File: src/rtl/core/bbce_pkg.sv
// ----------------------------------------------------------------------------
// bbce_pkg
// Shared types and codes for the clamped-edge box blur.
// ----------------------------------------------------------------------------
package bbce_pkg;

  localparam int COLORS  = 3;
  localparam int CHAN_W  = 8;
  localparam int PIXEL_W = COLORS * CHAN_W;

  // one stored pixel: red [7:0], green [15:8], blue [23:16]
  typedef logic [PIXEL_W-1:0] rgb_t;

  // input item kinds (tuser)
  localparam logic FUNC_PIXEL = 1'b0;
  localparam logic FUNC_FLUSH = 1'b1;

  // configuration register indexes
  localparam logic [1:0] CFG_WIDTH  = 2'd0;
  localparam logic [1:0] CFG_HEIGHT = 2'd1;
  localparam logic [1:0] CFG_RADIUS = 2'd2;

endpackage

File: src/rtl/core/bbce_divider.sv
// ----------------------------------------------------------------------------
// bbce_divider
// Shared restoring divider: three window sums by the window size, one
// quotient bit per cycle, colors in turn. Quotients fit in eight bits.
// ----------------------------------------------------------------------------
module bbce_divider #(
  parameter int NUM_W = 7,
  parameter int SUM_W = 15
) (
  input  logic                                          clk,
  input  logic                                          rst,
  input  logic                                          start,
  input  logic [NUM_W-1:0]                              n,
  input  logic [bbce_pkg::COLORS-1:0][SUM_W-1:0]        sums,
  output logic                                          done,
  output logic [bbce_pkg::COLORS-1:0][bbce_pkg::CHAN_W-1:0] quot
);

  localparam int QB  = bbce_pkg::CHAN_W;
  localparam int RMW = NUM_W + QB;
  localparam int CIW = $clog2(bbce_pkg::COLORS);
  localparam int BIW = $clog2(QB);

  logic           busy;
  logic [CIW-1:0] cidx;
  logic [BIW-1:0] bidx;
  logic [RMW-1:0] rem;
  logic [RMW-1:0] den;
  logic [QB-2:0]  qsh;
  logic           ge;

  assign ge = (rem >= den);

  always_ff @(posedge clk) begin
    if (rst) begin
      busy <= 1'b0;
      done <= 1'b0;
    end else begin
      done <= 1'b0;
      if (start) begin
        busy <= 1'b1;
        cidx <= '0;
        bidx <= BIW'(QB - 1);
        rem  <= RMW'(sums[0]);
        den  <= RMW'(n) << (QB - 1);
      end else if (busy) begin
        rem  <= ge ? rem - den : rem;
        den  <= den >> 1;
        qsh  <= {qsh[QB-3:0], ge};
        bidx <= bidx - 1'b1;
        if (bidx == '0) begin
          quot[cidx] <= {qsh, ge};
          if (cidx == CIW'(bbce_pkg::COLORS - 1)) begin
            busy <= 1'b0;
            done <= 1'b1;
          end else begin
            cidx <= cidx + 1'b1;
            bidx <= BIW'(QB - 1);
            rem  <= RMW'(sums[CIW'(cidx + 1'b1)]);
            den  <= RMW'(n) << (QB - 1);
          end
        end
      end
    end
  end

endmodule

File: config.mk
export PLATFORM = sky130hd
export DESIGN_NAME = bbce_divider
export DESIGN_NICKNAME = d
export VERILOG_FILES = /design/src/rtl/core/bbce_pkg.sv /design/src/rtl/core/bbce_divider.sv
export SDC_FILE = /design/constraint.sdc
export NUM_CORES = 1
export LEC_CHECK = 0
export BUFFER_PORTS_ARGS = -buffer_cell sky130_fd_sc_hd__buf_2
export CORE_ASPECT_RATIO = 1.5
export CORE_UTILIZATION = 50
export DETAILED_ROUTE_END_ITERATION = 16
export PLACE_DENSITY_LB_ADDON = 0.2
export SLEW_MARGIN = 30
export SYNTH_ARGS = -nofsm -noshare
export SYNTH_HDL_FRONTEND = slang
export SYNTH_SLANG_ARGS = --single-unit
File: constraint.sdc
create_clock -name clk -period 2.6 [get_ports clk]
set_input_delay 0.26 -clock clk [delete_from_list [all_inputs] [get_ports clk]]
set_output_delay 0.26 -clock clk [all_outputs]
set_load 0.1 [all_outputs]
==> flow_metrics.tcl <==
set metrics [dict create \
    grt-ovfl-total 0 \
    synth_top_area_share 0.508 \
    final_hold_viol_count 0 \
    antenna_found_initial 0 \
    setup_viol 0 \
    dieArea_sq_mm 0.00805 \
    cap_violations 0 \
    cp.required_ns 2.79 \
    synth.area.top_cells "edfxtp_1, ha_1, a21oi_1" \
    p_leak_uw 0.00194 \
    fin_nets 525 \
    htreeDepth 3 \
    start_kind "register" \
    crit_top_cell "a21oi_1" \
    timing.rr.end "rem[0]" \
    cp_top_family "simple AND/OR/NAND/NOR gates" \
    track_usage 0.243 \
    grt_first_pass_wirelength_um 14200 \
    cpPeakStageDelay_ns 0.46 \
    min_path_type "in2reg" \
    period_needed_ns 2.51 \
    pwr_density_cell_mw_per_mm2 623 \
    vias 3101 \
    cts_buffers 9 \
    arrival_ns 2.71 \
    synth.distinct_cells 57 \
    crit_type "reg2reg" \
    whs_ns 0.119 \
    synth_warnings 0 \
    syn_area_sq_mm 0.00384 \
    syn_to_final_growth_pct 22.7 \
    final_area_sq_mm 0.00471 \
    diodes 0 \
    worstSkewPairLatency_ns 0.35 \
    clock_skew_ns 0.00505 \
    holdPathStages 2 \
    drive_gt1_frac 0.299 \
    dpl_cell_area_sq_mm 0.00440 \
    reg2reg_from "rem[10]" \
    status "completed" \
    relSlewSlack 0.543 \
    gp_routability_congestion 0.934 \
    report.final.slew_viol_count 0 \
    synth_ff_type "edfxtp_1" \
    path_max_fanout 6 \
    fin_crit_sh 0.967 \
    fp.dieH_um 109 \
    grt_pass1_vias 3045 \
    viasPerCell 5.59 \
    synth-edff-count 65 \
    drtIter0Drc 134 \
    yosysSeqAreaShare 0.518 \
    drcViolationCount 0 \
    synth_nets 437 \
    ant_nets 0 \
    cts_root_buf "clkbuf_8" \
    cp-end-kind "register" \
    clk_pin_slew_ns 0.07 \
    numPortBuffers 79 \
    cts_hold_buf 0 \
    drt_pass1_iterations 4 \
    vdd_drop_max_uv 441 \
    routed_wl_um 9040 \
    cp_slowest_cell "edfxtp_1" \
    nFillCells 636 \
    syn_avg_cell_area_sq_um 10.6 \
    synthCells 362 \
    cts_tree "done" \
    crit_chain "ha_4 > buf_4 > a21oi_1 > o21ai_0 > and2_1 > nor3_4 > buf_6 > mux2_1 > a21oi_1" \
    ff2ff_setup_slack_ns 0.09 \
    yosysTopAreaCell "edfxtp_1" \
    min_from "rst" \
    async_flop_share 0 \
    ctsLongestPathBuffers 2 \
    core.rowCount 38 \
    core_region_area_sq_mm 0.00732 \
    avgRoutedWirePerCell_um 16.3 \
    path_buf_inv 2 \
    r2r_cells 9 \
    initial_core_util 0.525 \
    hold_end "busy" \
    ys_ff_latch 67 \
    grt_max_degree 40 \
    io_pins 80 \
    hpwl_um 6620 \
    cts_sinks 67 \
    max_freq_mhz 398 \
    worst_pin_slew_ns 0.685 \
    die_x_um 73.6 \
    dp_cells 538 \
    fin_cells 555 \
]
## cells by family (layout without fill, tap and decap cells)
logic type | count (synthesis) | count (layout) | synth area share
adders and majority gates | 20 | 20 | 0.0671
DFF | 67 | 67 | 0.518
xor gates and xnor gates | 9 | 9 | 0.0205
buffers and inverters | 43 | 136 | 0.0456
muxes | 15 | 15 | 0.0440
and+or+nand+nor | 109 | 109 | 0.135
AOI/OAI and AO/OA | 99 | 99 | 0.170
## cells in the final DEF, fill, tap and decap left out, drive strengths merged, types with 3 or more instances in the layout
master | synthesis | routed
o21ai | 15 | 15
a31oi | 13 | 13
nor2b | 3 | 3
bufinv | 0 | 3
a221oi | 12 | 12
nor3b | 4 | 4
nand2 | 40 | 40
edfxtp | 65 | 65
ha | 19 | 19
xnor2 | 4 | 4
clkinv | 0 | 4
xor2 | 5 | 5
mux2i | 3 | 3
and2 | 7 | 7
clkbuf | 13 | 9
nor2 | 31 | 31
a21oi | 37 | 37
nand2b | 4 | 4
nor3 | 4 | 4
buf | 6 | 96
inv | 24 | 24
nand3 | 5 | 5
o221ai | 3 | 3
mux2 | 12 | 12
## routing by layer
metal	vias up	part of all wire	GRT usage
li1	1526	-	-
met1	1444	0.39	0.262
met2	109	0.54	0.453
met3	22	0.045	0.0394
met4	0	0.026	0.109
met5	-	0	0
## how the worst max path moves through the flow
stage,start,endpoint,slack (ns),depth (start not counted)
6_report,rem[10],rem[0],0.09,9
5_1_grt,rem[10],rem[10],-0.003,9
4_1_cts,rem[3],rem[0],0.05,8
3_5_place_dp,rem[3],rem[14],-0.03,8
3_3_place_gp,rem[3],rem[12],0.06,8
2_1_floorplan,cidx[0],rem[1],0.05,10
## repair_timing
item / 4_1_cts / 5_1_grt
pin swaps: 0 / 3
setup endpoints to repair: 4 / 11
gates resized for setup: 2 / 11
setup buffers: 0 / 1
## where the power goes
group / switching, uW / internal (uW)
Sequential: 26.1 / 1240
Clock: 412 / 635
Combinational: 351 / 268
Total: 789 / 2150
## synth_stat cells, types with 2 or more instances
cell       n
edfxtp_1  65
nand2_1   39
a21oi_1   36
nor2_1    31
inv_1     23
ha_1      19
a31oi_1   13
clkbuf_1  13
a221oi_1  12
mux2_2     9
o21ai_1    8
and2_1     7
o21ai_0    7
nand3_1    5
xor2_1     5
nand2b_1   4
nor3b_1    4
xnor2_1    4
mux2i_1    3
nor2b_1    3
nor3_1     3
o221ai_1   3
a211oi_1   2
a21o_1     2
and3_1     2
buf_1      2
buf_2      2
dfxtp_1    2
mux2_1     2
nand4_1    2
o311a_1    2
o31ai_1    2
or3_1      2
## worst reg2reg max path, cell delays in order, from the launching register on
cell	delay [ns]
edfxtp_1	0.46
ha_4	0.29
buf_4	0.15
a21oi_1	0.13
o21ai_0	0.14
and2_1	0.24
nor3_4	0.29
buf_6	0.17
mux2_1	0.32
a21oi_1	0.17
## state kept, by name (all words and copies together) (netlist names)
name	cells
qsh	7
done	1
busy	1
quot	24
den	14
rem	15
cidx	2
bidx	3
## metrics by stage
step	utilization	power [uW]	TNS [ns]	setup WS, ns
3_5_place_dp	0.601	1880	-0.0678	-0.0304
4_1_cts	0.635	2930	0	0.0530
6_report	0.644	2940	0	0.0851
5_1_grt	0.644	3060	-0.00261	-0.00261
2_1_floorplan	-	1700	0	0.0457
3_3_place_gp	0.601	1860	0	0.0643
## layout make-up
type | count | area, sq um | share of cell area
flip-flops and latches | 67 | 1990 | 0.423
multi-input cells | 252 | 1740 | 0.368
repair buffers | 96 | 527 | 0.112
well taps | 100 | 125 | 0.0265
clock buffers | 9 | 124 | 0.0263
clock inverters | 7 | 116 | 0.0247
inverters | 24 | 92.6 | 0.0196
Power figures use the tool's default switching activity.
